`config.mk`:
```
export PLATFORM = sky130hd
export DESIGN_NAME = pcx_1bpp_rle_decoder
export DESIGN_NICKNAME = d
export VERILOG_FILES = /design/src/rtl/pcxrle_pkg.sv /design/src/rtl/pcx_1bpp_rle_decoder.sv /design/src/rtl/pcxrle_ctrl.sv /design/src/rtl/pcxrle_datapath.sv
export SDC_FILE = /design/constraint.sdc
export NUM_CORES = 1
export LEC_CHECK = 0
export BUFFER_PORTS_ARGS = -buffer_cell sky130_fd_sc_hd__clkbuf_2
export CORE_MARGIN = 4
export CORE_UTILIZATION = 54
export CTS_CLUSTER_SIZE = 14
export DETAILED_ROUTE_END_ITERATION = 16
export PLACE_DENSITY = 0.77
export RECOVER_POWER = 25
export SLEW_MARGIN = 40
export SYNTH_ARGS = -nofsm -noshare
export SYNTH_HDL_FRONTEND = slang
export SYNTH_SLANG_ARGS = --single-unit
```
`constraint.sdc`:
```
create_clock -name aclk -period 3.7 [get_ports aclk]
set_input_delay 0.37 -clock aclk [delete_from_list [all_inputs] [get_ports aclk]]
set_output_delay 0.37 -clock aclk [all_outputs]
set_load 0.01 [all_outputs]
```
`src/rtl/pcxrle_pkg.sv`:
```
package pcxrle_pkg;

    // Field widths.
    localparam int DATA_W     = 8;
    localparam int RUN_W      = 6;
    localparam int COL_W      = 13;
    localparam int LEN_W      = 14;
    localparam int ROW_W      = 17;
    localparam int ROW_OUT_W  = 16;
    localparam int WIDTH_W    = 17;
    localparam int PIX_W      = 4;
    localparam int CFG_IDX_W  = 2;
    localparam int CFG_DATA_W = 17;
    localparam int M_TDATA_W  = 48;

    // Line length limits.
    localparam logic [LEN_W-1:0] MAX_LINE_BYTES = 14'd8192;
    localparam logic [LEN_W-1:0] MIN_LINE_BYTES = 14'd1;

    // Register reset values.
    localparam logic [LEN_W-1:0]   RST_BYTES_PER_LINE = 14'd80;
    localparam logic [WIDTH_W-1:0] RST_IMAGE_WIDTH    = 17'd640;
    localparam logic [ROW_W-1:0]   RST_IMAGE_HEIGHT   = 17'd480;

    // A byte with both top bits set carries a run count.
    localparam logic [1:0] RUN_MARK = 2'b11;

    // Pixels per encoded byte.
    localparam logic [PIX_W-1:0] PIX_PER_BYTE = 4'd8;

    // Configuration register indexes.
    typedef enum logic [CFG_IDX_W-1:0] {
        CFG_BYTES_PER_LINE = 2'd0,
        CFG_IMAGE_WIDTH    = 2'd1,
        CFG_IMAGE_HEIGHT   = 2'd2
    } cfg_idx_t;

    // Commands from the controller to the datapath.
    typedef struct packed {
        logic load_count;  // store a run count, wait for its data byte
        logic clear_await; // the run data byte has arrived
        logic emit;        // load one result into the output register
        logic src_held;    // result byte comes from the held run byte
        logic load_run;    // hold the input byte and the remaining run count
        logic dec_run;     // one more repeated byte sent
        logic last;        // result is the final one for its input byte
    } cmd_t;

    // Status from the datapath to the controller.
    typedef struct packed {
        logic slot_free;    // output register can take a result this cycle
        logic complete;     // all rows decoded
        logic awaiting;     // a run count is waiting for its data byte
        logic count_byte;   // input byte is a run count
        logic pending_zero; // stored run count is zero
        logic pending_one;  // stored run count is one
        logic run_left_one; // one repeated byte is left to send
        logic line_end;     // the next result closes the line
    } sts_t;

endpackage

```
`src/rtl/pcx_1bpp_rle_decoder.sv`:
```
// Channel  Direction  Handshake            Payload
// s_       in         s_tvalid/s_tready    s_tdata: data_byte
// m_       out        m_tvalid/m_tready    m_tdata: pixel_bits, row_index, byte_column,
//                                          pixels_in_width; m_tlast; m_tuser
// cfg_     in         cfg_valid/cfg_ready  cfg_index, cfg_data
//
// A run of n bytes sends up to n results, fewer at a line end, one per cycle
// while the output register has room, with the input stalled until the last
// one is out. The output register and its handshake set the rate: a stalled
// m_tready holds both the result and, once the register is full, the input.
// Synchronous reset on aresetn clears run and position state; no clearing pass.
module pcx_1bpp_rle_decoder (
    input  logic                                  aclk,
    input  logic                                  aresetn,
    input  logic                                  s_tvalid,
    output logic                                  s_tready,
    input  logic [7:0]                            s_tdata,  // [7:0] data_byte
    output logic                                  m_tvalid,
    input  logic                                  m_tready,
    // [7:0] pixel_bits, [23:8] row_index, [36:24] byte_column,
    // [40:37] pixels_in_width, [47:41] zero
    output logic [pcxrle_pkg::M_TDATA_W-1:0]      m_tdata,
    output logic                                  m_tlast,  // last_of_run
    output logic                                  m_tuser,  // [0] image_done
    input  logic                                  cfg_valid,
    output logic                                  cfg_ready,
    input  logic [pcxrle_pkg::CFG_IDX_W-1:0]      cfg_index,
    input  logic [pcxrle_pkg::CFG_DATA_W-1:0]     cfg_data
);

    pcxrle_pkg::cmd_t cmd;
    pcxrle_pkg::sts_t sts;

    logic [pcxrle_pkg::DATA_W-1:0]    out_pixels;
    logic [pcxrle_pkg::ROW_OUT_W-1:0] out_row;
    logic [pcxrle_pkg::COL_W-1:0]     out_col;
    logic [pcxrle_pkg::PIX_W-1:0]     out_visible;

    // Registers are written whenever offered.
    assign cfg_ready = 1'b1;

    pcxrle_ctrl u_ctrl (
        .aclk     (aclk),
        .aresetn  (aresetn),
        .s_tvalid (s_tvalid),
        .s_tready (s_tready),
        .sts      (sts),
        .cmd      (cmd)
    );

    pcxrle_datapath u_datapath (
        .aclk        (aclk),
        .aresetn     (aresetn),
        .in_byte     (s_tdata),
        .cfg_valid   (cfg_valid),
        .cfg_index   (cfg_index),
        .cfg_data    (cfg_data),
        .cmd         (cmd),
        .sts         (sts),
        .m_tready    (m_tready),
        .m_tvalid    (m_tvalid),
        .out_pixels  (out_pixels),
        .out_row     (out_row),
        .out_col     (out_col),
        .out_visible (out_visible),
        .out_last    (m_tlast),
        .out_done    (m_tuser)
    );

    // Result packing, first field in the low bits.
    assign m_tdata = {7'd0, out_visible, out_col, out_row, out_pixels};

endmodule

```
`src/rtl/pcxrle_ctrl.sv`:
```
module pcxrle_ctrl (
    input  logic              aclk,
    input  logic              aresetn,
    input  logic              s_tvalid,
    output logic              s_tready,
    input  pcxrle_pkg::sts_t  sts,
    output pcxrle_pkg::cmd_t  cmd
);

    typedef enum logic {
        ST_ACCEPT,
        ST_RUN
    } state_t;

    state_t state_reg;
    state_t state_next;
    logic   accept;

    // Input is taken only between runs and when a result has room.
    assign s_tready = (state_reg == ST_ACCEPT) && sts.slot_free;
    assign accept   = s_tready && s_tvalid;

    // Decode decisions.
    always_comb begin
        cmd        = '0;
        state_next = state_reg;
        case (state_reg)
            ST_ACCEPT: begin
                if (accept && !sts.complete) begin
                    if (sts.awaiting) begin
                        cmd.clear_await = 1'b1;
                        if (!sts.pending_zero) begin
                            cmd.emit     = 1'b1;
                            cmd.load_run = 1'b1;
                            cmd.last     = sts.line_end || sts.pending_one;
                            if (!cmd.last) begin
                                state_next = ST_RUN;
                            end
                        end
                    end else if (sts.count_byte) begin
                        cmd.load_count = 1'b1;
                    end else begin
                        cmd.emit = 1'b1;
                        cmd.last = 1'b1;
                    end
                end
            end
            ST_RUN: begin
                if (sts.slot_free) begin
                    cmd.emit     = 1'b1;
                    cmd.src_held = 1'b1;
                    cmd.dec_run  = 1'b1;
                    cmd.last     = sts.line_end || sts.run_left_one;
                    if (cmd.last) begin
                        state_next = ST_ACCEPT;
                    end
                end
            end
            default: begin
                state_next = ST_ACCEPT;
            end
        endcase
    end

    // State register.
    always_ff @(posedge aclk) begin
        if (!aresetn) begin
            state_reg <= ST_ACCEPT;
        end else begin
            state_reg <= state_next;
        end
    end

`ifndef SYNTHESIS
    // The final result of a byte always returns the controller to taking input.
    assert property (@(posedge aclk) disable iff (!aresetn)
        (cmd.emit && cmd.last) |=> (state_reg == ST_ACCEPT))
        else $error("controller did not leave run after final result");

    // While a run repeats, no run count is waiting for data.
    assert property (@(posedge aclk) disable iff (!aresetn)
        (state_reg == ST_RUN) |-> !sts.awaiting)
        else $error("run count pending during run output");
`endif

endmodule

```
`src/rtl/pcxrle_datapath.sv`:
```
module pcxrle_datapath (
    input  logic                                   aclk,
    input  logic                                   aresetn,
    input  logic [pcxrle_pkg::DATA_W-1:0]          in_byte,
    input  logic                                   cfg_valid,
    input  logic [pcxrle_pkg::CFG_IDX_W-1:0]       cfg_index,
    input  logic [pcxrle_pkg::CFG_DATA_W-1:0]      cfg_data,
    input  pcxrle_pkg::cmd_t                       cmd,
    output pcxrle_pkg::sts_t                       sts,
    input  logic                                   m_tready,
    output logic                                   m_tvalid,
    output logic [pcxrle_pkg::DATA_W-1:0]          out_pixels,
    output logic [pcxrle_pkg::ROW_OUT_W-1:0]       out_row,
    output logic [pcxrle_pkg::COL_W-1:0]           out_col,
    output logic [pcxrle_pkg::PIX_W-1:0]           out_visible,
    output logic                                   out_last,
    output logic                                   out_done
);

    // Configuration.
    logic [pcxrle_pkg::LEN_W-1:0]   line_len_reg;
    logic [pcxrle_pkg::WIDTH_W-1:0] width_reg;
    logic [pcxrle_pkg::ROW_W-1:0]   height_reg;
    logic [pcxrle_pkg::LEN_W-1:0]   cfg_len;

    // Decode state.
    logic                             awaiting_reg;
    logic [pcxrle_pkg::RUN_W-1:0]     pending_reg;
    logic [pcxrle_pkg::RUN_W-1:0]     run_left_reg;
    logic [pcxrle_pkg::DATA_W-1:0]    held_reg;
    logic [pcxrle_pkg::COL_W-1:0]     line_cnt_reg;
    logic [pcxrle_pkg::ROW_W-1:0]     row_reg;

    // Output register.
    logic                              m_valid_reg;
    logic [pcxrle_pkg::DATA_W-1:0]     pix_reg;
    logic [pcxrle_pkg::ROW_OUT_W-1:0]  row_out_reg;
    logic [pcxrle_pkg::COL_W-1:0]      col_out_reg;
    logic [pcxrle_pkg::PIX_W-1:0]      vis_reg;
    logic                              last_reg;
    logic                              done_reg;

    // Per-result values.
    logic [pcxrle_pkg::LEN_W-1:0]      cnt_plus;
    logic                              line_end;
    logic [pcxrle_pkg::ROW_W-1:0]      row_next;
    logic [pcxrle_pkg::WIDTH_W-1:0]    first_px;
    logic [pcxrle_pkg::WIDTH_W-1:0]    px_left;
    logic [pcxrle_pkg::PIX_W-1:0]      visible;
    logic [pcxrle_pkg::DATA_W-1:0]     emit_byte;

    // Line length clamped into one to the maximum line size.
    always_comb begin
        cfg_len = cfg_data[pcxrle_pkg::LEN_W-1:0];
        if (cfg_len == '0) begin
            cfg_len = pcxrle_pkg::MIN_LINE_BYTES;
        end else if (cfg_len > pcxrle_pkg::MAX_LINE_BYTES) begin
            cfg_len = pcxrle_pkg::MAX_LINE_BYTES;
        end
    end

    // Line end and row advance for the result about to be sent.
    assign cnt_plus = {1'b0, line_cnt_reg} + pcxrle_pkg::LEN_W'(1);
    assign line_end = cnt_plus >= line_len_reg;
    assign row_next = row_reg + pcxrle_pkg::ROW_W'(1);

    // Pixels of this byte that fall inside the image width.
    assign first_px = {1'b0, line_cnt_reg, 3'b000};
    assign px_left  = width_reg - first_px;
    always_comb begin
        if (width_reg <= first_px) begin
            visible = '0;
        end else if (px_left >= pcxrle_pkg::WIDTH_W'(pcxrle_pkg::PIX_PER_BYTE)) begin
            visible = pcxrle_pkg::PIX_PER_BYTE;
        end else begin
            visible = px_left[pcxrle_pkg::PIX_W-1:0];
        end
    end

    assign emit_byte = cmd.src_held ? held_reg : in_byte;

    // Status to the controller.
    always_comb begin
        sts              = '0;
        sts.slot_free    = !m_valid_reg || m_tready;
        sts.complete     = row_reg >= height_reg;
        sts.awaiting     = awaiting_reg;
        sts.count_byte   = in_byte[pcxrle_pkg::DATA_W-1 -: 2] == pcxrle_pkg::RUN_MARK;
        sts.pending_zero = pending_reg == '0;
        sts.pending_one  = pending_reg == pcxrle_pkg::RUN_W'(1);
        sts.run_left_one = run_left_reg == pcxrle_pkg::RUN_W'(1);
        sts.line_end     = line_end;
    end

    // Configuration registers.
    always_ff @(posedge aclk) begin
        if (!aresetn) begin
            line_len_reg <= pcxrle_pkg::RST_BYTES_PER_LINE;
            width_reg    <= pcxrle_pkg::RST_IMAGE_WIDTH;
            height_reg   <= pcxrle_pkg::RST_IMAGE_HEIGHT;
        end else if (cfg_valid) begin
            case (pcxrle_pkg::cfg_idx_t'(cfg_index))
                pcxrle_pkg::CFG_BYTES_PER_LINE: line_len_reg <= cfg_len;
                pcxrle_pkg::CFG_IMAGE_WIDTH:    width_reg    <= cfg_data;
                pcxrle_pkg::CFG_IMAGE_HEIGHT:   height_reg   <= cfg_data;
                default: begin
                end
            endcase
        end
    end

    // Run bookkeeping and position counters.
    always_ff @(posedge aclk) begin
        if (!aresetn) begin
            awaiting_reg <= 1'b0;
            pending_reg  <= '0;
            run_left_reg <= '0;
            line_cnt_reg <= '0;
            row_reg      <= '0;
        end else begin
            if (cmd.load_count) begin
                awaiting_reg <= 1'b1;
                pending_reg  <= in_byte[pcxrle_pkg::RUN_W-1:0];
            end else if (cmd.clear_await) begin
                awaiting_reg <= 1'b0;
            end
            if (cmd.load_run) begin
                run_left_reg <= pending_reg - pcxrle_pkg::RUN_W'(1);
            end else if (cmd.dec_run) begin
                run_left_reg <= run_left_reg - pcxrle_pkg::RUN_W'(1);
            end
            if (cmd.emit) begin
                if (line_end) begin
                    line_cnt_reg <= '0;
                    row_reg      <= row_next;
                end else begin
                    line_cnt_reg <= cnt_plus[pcxrle_pkg::COL_W-1:0];
                end
            end
        end
    end

    // Held run byte.
    always_ff @(posedge aclk) begin
        if (cmd.load_run) begin
            held_reg <= in_byte;
        end
    end

    // Output register: a result waits here until its transfer.
    always_ff @(posedge aclk) begin
        if (!aresetn) begin
            m_valid_reg <= 1'b0;
        end else if (cmd.emit) begin
            m_valid_reg <= 1'b1;
        end else if (m_tready) begin
            m_valid_reg <= 1'b0;
        end
    end

    always_ff @(posedge aclk) begin
        if (cmd.emit) begin
            pix_reg     <= emit_byte;
            row_out_reg <= row_reg[pcxrle_pkg::ROW_OUT_W-1:0];
            col_out_reg <= line_cnt_reg;
            vis_reg     <= visible;
            last_reg    <= cmd.last;
            done_reg    <= line_end && (row_next >= height_reg);
        end
    end

    assign m_tvalid    = m_valid_reg;
    assign out_pixels  = pix_reg;
    assign out_row     = row_out_reg;
    assign out_col     = col_out_reg;
    assign out_visible = vis_reg;
    assign out_last    = last_reg;
    assign out_done    = done_reg;

`ifndef SYNTHESIS
    // A result that closes a line restarts the byte count.
    assert property (@(posedge aclk) disable iff (!aresetn)
        (cmd.emit && line_end) |=> (line_cnt_reg == '0))
        else $error("line count not cleared at line end");

    // Rows advance only with a result.
    assert property (@(posedge aclk) disable iff (!aresetn)
        !cmd.emit |=> $stable(row_reg))
        else $error("row changed without a result");
`endif

endmodule

```
# Word level (Yosys, flattened, before mapping)
# Cells that the tools add are included.
[totals] out_inout_bits=53 register_bits=144
[classes] eq_ne=5 mux=38 reduce_logical=20 magnitude_cmp=6 n_bitwise=1 n_addsub=5
[op_table] op="$ge A17 B17 Y1" n=2
[op_table] op="$mux W14" n=2
[op_table] op="$mux W1" n=24
[op_table] op="$add A17 B1 Y17 const B" n=1
[op_table] op="$ge A17 B4 Y1 const B" n=1
[op_table] op="$le A17 B16 Y1" n=1
[op_table] op="$sub A17 B16 Y17" n=1
[op_table] op="$add A13 B1 Y14 const B" n=1
[op_table] op="$ge A14 B14 Y1" n=1
[op_table] op="$gt A14 B14 Y1 const B" n=1
[op_table] op="$logic_not A14 Y1" n=1
[op_table] op="$mux W13" n=1
[op_table] op="$eq A6 B1 Y1 const B" n=2
[op_table] op="$mux W6" n=2
[op_table] op="$sub A6 B1 Y6 const B" n=2
[op_table] op="$mux W8" n=1
[op_table] op="$reduce_and A2 Y1" n=4
[op_table] op="$logic_not A6 Y1" n=1
[op_table] op="$mux W2" n=3
[op_table] op="$pmux W1 S2" n=3
[op_table] op="$reduce_bool A2 Y1" n=3
[op_table] op="$eq A2 B2 Y1 const B" n=2
[op_table] op="$logic_and A1 B1 Y1" n=4
[op_table] op="$mux W4" n=1
[op_table] op="other kinds (7)" n=10

# Depth between registers and ports, before layout
# Gate-level depths: netlist of run 1.
[logic_depth] word_depth=9 ltp_mapped=16 depth_no_buf=14

# Cells and area by module
# Synthesis of run 1 repeated with hierarchy kept, for this count alone.
[hier_totals] cells_unflattened=865 area_unflattened_um2=8214.1
[by_module_without_submodules] mod="pcxrle_datapath" instances=1 cells_per_inst=834 seq_area_each_um2=3373.2 area_per_inst_um2=7995.2
[by_module_without_submodules] mod="pcxrle_ctrl" instances=1 cells_per_inst=21 seq_area_each_um2=20.0 area_per_inst_um2=151.4
[by_module_without_submodules] mod="pcx_1bpp_rle_decoder" instances=1 cells_per_inst=10 seq_area_each_um2=0.0 area_per_inst_um2=67.6

# Worst setup path before layout of run 1
# Ideal clock, no wire load.
[synth_path] path_kind="reg2reg" from="reg u_datapath.line_cnt_reg[0] (netlist name)" to="reg u_datapath.row_reg[12] (netlist name)" stages_incl_launch_ff=16 setup_time_ps=135 setup_slack_ps=-21 t_arrival_ps=3586 synth_period_minus_slack_ps=3721 required_ps=3565 path_cell_list="dfxtp_1 ha_1 nand3_1 nor4_1 and3_1 nand3_1 xnor2_1 ha_1 and4_1 nand2_1 a211oi_1 nor2_1 clkbuf_1 clkbuf_1 o311ai_0 o41ai_1"
[synth_via] elab_chain_len=3
[synth_lines] element="start: declaration" line="pcxrle_datapath.sv:31" source="logic [pcxrle_pkg::COL_W-1:0] line_cnt_reg;"
[synth_lines] element="start signal: assignment" line="pcxrle_datapath.sv:137" source="line_cnt_reg <= cnt_plus[pcxrle_pkg::COL_W-1:0];"
[synth_lines] element="$add A13 B1 Y14" line="pcxrle_datapath.sv:63" source="assign cnt_plus = {1'b0, line_cnt_reg} + pcxrle_pkg::LEN_W'(1);"
[synth_lines] element="$ge A14 B14 Y1" line="pcxrle_datapath.sv:64" source="assign line_end = cnt_plus >= line_len_reg;"
[synth_lines] element="$reduce_and A2 Y1 (no source line)"
[synth_lines] element="end signal: assignment" line="pcxrle_datapath.sv:135" source="row_reg <= row_next;"
[synth_lines] element="end: declaration" line="pcxrle_datapath.sv:32" source="logic [pcxrle_pkg::ROW_W-1:0] row_reg;"
# No other way between the ends.
# A chain may end at the register's enable or synchronous reset.

# Worst setup path after layout of run 1
[layout_path] from="reg u_datapath.row_reg[1] (netlist name)" to="reg u_datapath.done_reg (netlist: u_datapath.out_done) (data pin)"
[layout_via] elab_chain_len=3
[layout_lines] element="$add A17 B1 Y17" line="pcxrle_datapath.sv:65" source="assign row_next = row_reg + pcxrle_pkg::ROW_W'(1);"
[layout_lines] element="via u_datapath.row_next, one bit" line="pcxrle_datapath.sv:46" source="logic [pcxrle_pkg::ROW_W-1:0] row_next;"
[layout_lines] element="$ge A17 B17 Y1" line="pcxrle_datapath.sv:168" source="done_reg <= line_end && (row_next >= height_reg);"
[layout_lines] element="$logic_and A1 B1 Y1" line="pcxrle_datapath.sv:168"
[layout_lines] element="end signal: assignment" line="pcxrle_datapath.sv:168"
[layout_lines] element="end: declaration" line="pcxrle_datapath.sv:41" source="logic done_reg;"
# The timed path passes the listed nets, and every way through them passes these cells.

==> flow_summary_export.csv, run 1 <==
group,metric,value,unit
outcome,status,"finished, violations left",
outcome,violations,"capacitance limit, slew limit",
critical_path,end_kind,"flip-flop",
sta,rsz0062_at_grt,"false",
sta,fin_tns_setup,0,ps
hold_path,holdCritStartpoint,"s_tdata[7]",
sta,finClkSkew,8.05,ps
finish,n_antenna_cell,0,
global_route,grt_pass1_wl,31.5,mm
floorplan,die_y,129,um
yosys,synth_edf_count,51,
clock_network,cts_max_level,4,
clock_network,numCtsBuffers,17,
finish,area_delta_synth_final,16.1,%
sta,hold_violations,0,
drt,drc,0,
place,postPlaceCellArea,8590,sq um
hold_path,min_to,"u_datapath.held_reg[7]$_DFFE_PP_",
clock_network,clk_pin_slew_worst_paths,60,ps
pwr,pwr_density_cell,418,nW/um^2
yosys,synth_top_family_by_area,"simple AND/OR/NAND/NOR gates",
clock_network,clock_latency,420,ps
sta,drv_slew,52,
drt,dr.pass1.iters,7,
clock_network,clockBufferDepth,2,
place,place.gp.congestion,0.901,
drt,antenna_left,0,
global_route,first_global_vias,6370,
place,port_buffers,76,
finish,seqCellArea,3390,sq um
yosys,synth_cell_types,68,
yosys,syn_area_per_cell,9.07,sq um
floorplan,rows,43,
yosys,synthXorXnorAreaFrac,3.99,%
floorplan,num_io_pins,85,
global_route,grt.total_usage,23.5,%
critical_path,reg2reg_slack,200,ps
finish,fillerInstances,1164,
drt,num_vias,6794,
yosys,synth-seq-area-share,42.9,%
clock_network,cts.sinks,144,
critical_path,r2r_cells,14,
sta,max_slew_margin,-15.3,%
finish,nNetsFinal,1061,
hold_path,min_delay_path_depth,1,
yosys,yosys-top-cells-area,"dfxtp_1, edfxtp_1, ha_1",
pwr,vdd_drop_max,294,uV
critical_path,path_class,"reg -> reg",
yosys,synth-simple-area-share,18.4,%
critical_path,reg2reg_from,"u_datapath.row_reg[1]$_SDFFE_PN0P_",
floorplan,coreArea,14100,sq um
sta,setup_viol,0,
sta,layout_setup_ws,199,ps
floorplan,die_x,129,um
sta,tightest_slew,1730,ps
finish,finalInstanceArea,9190,sq um
yosys,synth_compound_area_share,16.8,%
pwr,leakagePower,3.65,nW
global_route,grt_max_degree,52,
critical_path,worstPathRequired,3840,ps
place,dpl.hpwl,13.9,mm
drt,finalWirelength,19.4,mm
critical_path,timing.rr.end,"u_datapath.out_done$_DFFE_PP_",
yosys,async_reset_ff_share,0,%
yosys,synth_cells,872,
yosys,synth.largest_area_cell,"dfxtp_1",
finish,multiInputGateArea,4150,sq um
clock_network,cts_tree,"built",
drt,drtIter0Drc,548,
floorplan,die-area,16700,sq um
hold_path,holdCritPathClass,"in -> reg",
yosys,yosys.area_share.adder,10.8,%
critical_path,crit_fanout,5,
clock_network,cts-root-buf,"clkbuf_16",
drt,viasPerCell,5.89,
finish,fin_util,65.2,%
flow_run,max_cap_viol_count,1,
global_route,overflow,0,
yosys,ys.flop_type,"dfxtp_1",
finish,final_cell_mix,"nand2_1, dfxtp_1, a21oi_1",
yosys,synth_area,7910,sq um
critical_path,worstSetupStartpointType,"flip-flop",
yosys,synth.mux.area_fraction,1.55,%
clock_network,postCtsSetupRepairBufs,0,
sta,period_minus_slack,3500,ps
yosys,ys_warn_count,0,
drt,wire_per_inst,16.8,um
critical_path,worstPathArrival,3640,ps
yosys,yosys.area.top_type_share,23.5,%
sta,clock.fmax,0.286,GHz
finish,drive_gt1_share,14.5,%
floorplan,start_util,56.1,%
yosys,synth-seq-cells,144,
sta,fin_crit_sh,94.6,%
finish,layout_commonest_cell,"nand2_1",
place,place_ws,124,ps
global_route,antenna_found_initial,0,
-- area by class of cell --
| type | count | area share (%) |
|---|---|---|
| multi-input combinational | 631 | 45.2 |
| sequential | 144 | 36.9 |
| timing repair buffer | 107 | 6.48 |
| clock buffer | 22 | 5.30 |
| inverter | 60 | 2.45 |
| tap | 180 | 2.45 |
| clock inverter | 10 | 1.18 |
-- logic make-up after synthesis --
family / after synthesis
and+or+nand+nor: 302
AOI/OAI and AO/OA: 204
DFF: 144
buffers and inverters: 104
adders and majority gates: 68
xor gates and xnor gates: 36
muxes: 12
other: 2
-- where the power goes --
part	internal, mW	switching, mW	leakage (nW)
Sequential	1.70	0.0262	1.24
Combinational	0.146	0.251	2.12
Clock	1.07	0.654	0.290
-- stage by stage --
stage               std cells  hold slack, ps  power (mW)
global placement         1121             444        2.14
finish                   1154             169        3.84
CTS                      1153             135        3.86
floorplan                 878             431        2.02
detailed placement       1121             449        2.15
global route             1154             187        3.98
-- cell usage after synthesis, types with 4 or more instances --
| cell | instances |
|---|---|
| nand2_1 | 127 |
| nor2b_1 | 5 |
| edfxtp_1 | 51 |
| o21ai_0 | 31 |
| inv_1 | 60 |
| or4_1 | 7 |
| nand4_1 | 12 |
| nor3_1 | 18 |
| o32ai_1 | 4 |
| buf_4 | 8 |
| a211oi_1 | 9 |
| xor2_1 | 11 |
| clkbuf_1 | 29 |
| o31ai_1 | 9 |
| nor4_1 | 10 |
| o21a_1 | 10 |
| a22oi_1 | 10 |
| and3_1 | 9 |
| or2_2 | 5 |
| a2111oi_0 | 5 |
| ha_1 | 67 |
| dfxtp_1 | 93 |
| mux2i_1 | 10 |
| xnor2_1 | 25 |
| a21oi_1 | 76 |
| nor2_1 | 40 |
| or3_1 | 11 |
| nand3_1 | 28 |
| a21o_1 | 8 |
| nand2b_1 | 11 |
| and2_1 | 4 |
| o211ai_1 | 14 |
| o41ai_1 | 4 |
-- repair_timing --
item / CTS / global route
hold buffers: 0 / 0
resized for setup: 0 / 8
endpoints found under the setup margin: 0 / 27
-- per-layer routing --
layer  vias up  track usage [%]  share of wire, %
met1      3205             32.9                46
li1       3310                -                 -
met3        32             5.11               6.8
met2       247             36.1                45
met4         0             8.28               2.0
met5         -                0                 0
-- critical path: stages, from the launching register on --
cell	delay [ps]
dfxtp_2	370
ha_1	210
and3_1	220
and3_2	240
and3_1	230
nand3_2	130
or2_2	370
xnor2_1	150
ha_1	310
nand4_1	100
nor2_1	60
a221oi_1	230
o21ai_0	130
a2111oi_1	340
nor3_1	130
-- worst max path at each step --
stage	start	end	slack, ps	depth (start not counted)
CTS	u_datapath.row_reg[1]$_SDFFE_PN0P_	u_datapath.out_done$_DFFE_PP_	50	14
finish	u_datapath.row_reg[1]$_SDFFE_PN0P_	u_datapath.out_done$_DFFE_PP_	200	14
global placement	u_datapath.line_cnt_reg[1]$_SDFFE_PN0P_	u_datapath.line_cnt_reg[9]$_SDFFE_PN0P_	7	13
floorplan	u_datapath.line_cnt_reg[0]$_SDFFE_PN0P_	u_datapath.row_reg[12]$_SDFFE_PN0P_	110	15
detailed placement	u_datapath.row_reg[1]$_SDFFE_PN0P_	u_datapath.out_done$_DFFE_PP_	120	14
global route	u_datapath.line_cnt_reg[1]$_SDFFE_PN0P_	u_datapath.line_cnt_reg[4]$_SDFFE_PN0P_	40	14
Power figures use the tool's default switching activity.
==> run 2: changes to the inputs <==
ABC_AREA = 1   (was unset)
==> run 2 against run 1 <==
The run still ends with capacitance limit, slew limit left. First-iteration DRC count increased by 12%. Combinational power increased to 6.8 times the previous value. Maximum frequency increased by 5.4%. Global-route usage decreased by 0.13 points. Sequential power increased by 29%. Total power increased by 77%. Wire length increased by 4.8%. Highest routed layer unchanged. Worst hold slack improved by 9.3 ps. Area after synthesis increased by 6.1%. Synthesized cell count increased by 26%. Flip-flop and latch count unchanged.
==> flow_summary_export.csv, run 2 <==
group,metric,value,unit
yosys,synth_cells,1100,
sta,tightest_slew,2280,ps
finish,drive_gt1_share,10.8,%
clock_network,cts_max_level,4,
drt,antenna_left,0,
finish,fin_util,62.6,%
clock_network,clk_pin_slew_worst_paths,60,ps
hold_path,holdCritPathClass,"in -> reg",
pwr,leakagePower,4.55,nW
clock_network,cts_tree,"built",
finish,layout_commonest_cell,"nand2_1",
critical_path,reg2reg_slack,380,ps
sta,setup_viol,0,
hold_path,min_to,"u_datapath.held_reg[4]$_DFFE_PP_",
floorplan,die_y,133,um
critical_path,r2r_cells,18,
finish,area_delta_synth_final,13.4,%
finish,fillerInstances,1336,
clock_network,cts_hold_buffers,0,
drt,num_vias,7437,
yosys,synth.largest_area_cell,"dfxtp_1",
yosys,async_reset_ff_share,0,%
sta,holdWs,178,ps
sta,period_minus_slack,3320,ps
yosys,ys_top_cells_by_count,"nand2_1, inv_1, nor2_1",
sta,fin_tns_setup,0,ps
critical_path,worstSetupStartpointType,"flip-flop",
floorplan,num_io_pins,85,
yosys,ys.flop_type,"dfxtp_1",
floorplan,rows,45,
critical_path,timing.rr.end,"u_datapath.out_last$_DFFE_PP_",
clock_network,numCtsBuffers,17,
place,port_buffers,76,
sta,hold_violations,0,
yosys,synth_edf_count,51,
sta,clock.fmax,0.301,GHz
global_route,grtUsageMet1,30.3,%
clock_network,cts-root-buf,"clkbuf_16",
yosys,synth_cell_types,44,
critical_path,worstPathArrival,3500,ps
finish,finalInstanceArea,9520,sq um
global_route,grt.total_usage,23.3,%
sta,finClkSkew,7.72,ps
floorplan,coreArea,15200,sq um
yosys,synth_area,8390,sq um
clock_network,clockBufferDepth,2,
pwr,pwr_density_cell,717,nW/um^2
global_route,first_global_vias,6818,
yosys,ys_warn_count,0,
sta,rsz0062_at_grt,"false",
sta,fin_crit_sh,89.7,%
critical_path,path_class,"reg -> reg",
finish,multiInputGateArea,4190,sq um
global_route,grt_max_degree,88,
flow_run,max_cap_viol_count,1,
yosys,synth-seq-area-share,40.4,%
drt,dr.pass1.iters,7,
critical_path,crit_fanout,9,
drt,viasPerCell,5.42,
clock_network,cts.sinks,144,
yosys,yosys.area.top_type_share,22.2,%
floorplan,die_x,133,um
clock_network,postCtsSetupRepairBufs,0,
finish,nNetsFinal,1272,
finish,seqCellArea,3390,sq um
outcome,violations,"capacitance limit, slew limit",
drt,finalWirelength,20.3,mm
hold_path,holdCritStartpoint,"s_tdata[4]",
yosys,yosys-top-cells-area,"dfxtp_1, edfxtp_1, nand2_1",
pwr,vdd_drop_max,580,uV
clock_network,cts_resized,0,
yosys,syn_area_per_cell,7.63,sq um
critical_path,reg2reg_from,"u_datapath.line_cnt_reg[1]$_SDFFE_PN0P_",
finish,n_antenna_cell,0,
outcome,status,"finished, violations left",
global_route,use_met3,4.03,%
clock_network,clock_latency,430,ps
sta,max_slew_margin,-51.8,%
drt,wire_per_inst,14.8,um
hold_path,min_delay_path_depth,1,
drt,drc,0,
critical_path,worstPathRequired,3870,ps
floorplan,die-area,17600,sq um
place,place.gp.congestion,0.922,
place,dpl.hpwl,14.8,mm
global_route,antenna_found_initial,0,
global_route,grt.busiest_layer,"met2",
drt,drtIter0Drc,612,
yosys,yosysMostFrequentCell,"nand2_1",
finish,final_cell_mix,"nand2_1, inv_1, nor2_1",
place,postPlaceCellArea,8900,sq um
critical_path,end_kind,"flip-flop",
global_route,grt_pass1_wl,33.4,mm
sta,drv_slew,59,
yosys,synth-seq-cells,144,
global_route,grt_use_met2,38.8,%
global_route,overflow,0,
floorplan,start_util,55.2,%
run 2: cell count changes in the layout (fill, tap and decap cells not counted), moves of 12 or more:
cell / previous run / this run
xnor2_1: 25 / 2
buf_4: 26 / 7
xor2_1: 11 / 25
nor2_1: 38 / 108
nand3_1: 27 / 68
inv_1: 59 / 158
nand2_1: 127 / 251
o21ai_0: 31 / 49
a21oi_1: 76 / 88
run 2: worst max path at each step:
stage / cells after the start / slack (ps) / start / end
2_1_floorplan: 18 / 970 / u_datapath.line_cnt_reg[0]$_SDFFE_PN0P_ / u_datapath.out_last$_DFFE_PP_
3_3_place_gp: 18 / 630 / u_datapath.line_cnt_reg[1]$_SDFFE_PN0P_ / u_datapath.out_last$_DFFE_PP_
3_5_place_dp: 18 / 470 / u_datapath.line_cnt_reg[1]$_SDFFE_PN0P_ / u_datapath.out_last$_DFFE_PP_
4_1_cts: 18 / 420 / u_datapath.line_cnt_reg[1]$_SDFFE_PN0P_ / u_datapath.out_last$_DFFE_PP_
5_1_grt: 19 / 30 / u_datapath.line_cnt_reg[1]$_SDFFE_PN0P_ / u_ctrl.state_reg$_SDFF_PN0_
6_report: 18 / 380 / u_datapath.line_cnt_reg[1]$_SDFFE_PN0P_ / u_datapath.out_last$_DFFE_PP_
run 2: layout make-up:
cell class	instances	area share (%)
inverters	160	6.31
multi-input cells	762	44.1
flip-flops and latches	144	35.7
clock inverters	14	2.23
well taps	188	2.47
repair buffers	87	4.76
clock buffers	18	4.51
run 2: logic make-up (layout without fill, tap and decap cells):
kind of cell | after synthesis | in the layout | synth area share [%]
other cells | 2 | 8 | 0.0895
xor+xnor | 27 | 27 | 2.82
simple gates | 495 | 495 | 26.1
fa+ha+maj | 68 | 68 | 10.2
flops | 144 | 144 | 40.4
buf+inv | 200 | 279 | 9.94
compound gates | 164 | 164 | 10.4
run 2: critical path, cell delays in order (launching register included):
cell and delay (ps):
dfxtp_1 420, ha_1 220, nand2_1 70, nor2_2 150, nand4_2 150, nor2_2 160
nand2_1 110, xor2_1 200, ha_1 260, nand2_1 90, inv_1 50, nand3_1 90
inv_1 50, a21oi_1 140, nand3_1 310, inv_1 340, nand2_1 120, nand3_1 80
o21ai_0 70
run 2: report_power, final:
part	switching (mW)	total, mW	leakage (nW)	internal, mW
clock	0.683	1.88	0.306	1.19
combinational	1.77	2.71	3.00	0.933
sequential	0.229	2.24	1.25	2.01
run 2: through the flow:
stage | std cells | total power [mW] | setup slack [ps]
global route | 1373 | 7.30 | 34.0
global placement | 1341 | 4.88 | 629
detailed placement | 1341 | 4.94 | 470
finish | 1373 | 6.82 | 379
floorplan | 1106 | 4.23 | 968
CTS | 1373 | 6.84 | 420
run 2: per-layer routing:
layer	part of all wire, %	wire length [um]
met1	44	8840
met5	0	0
met3	5.5	1120
met4	2.6	528
met2	48	9810
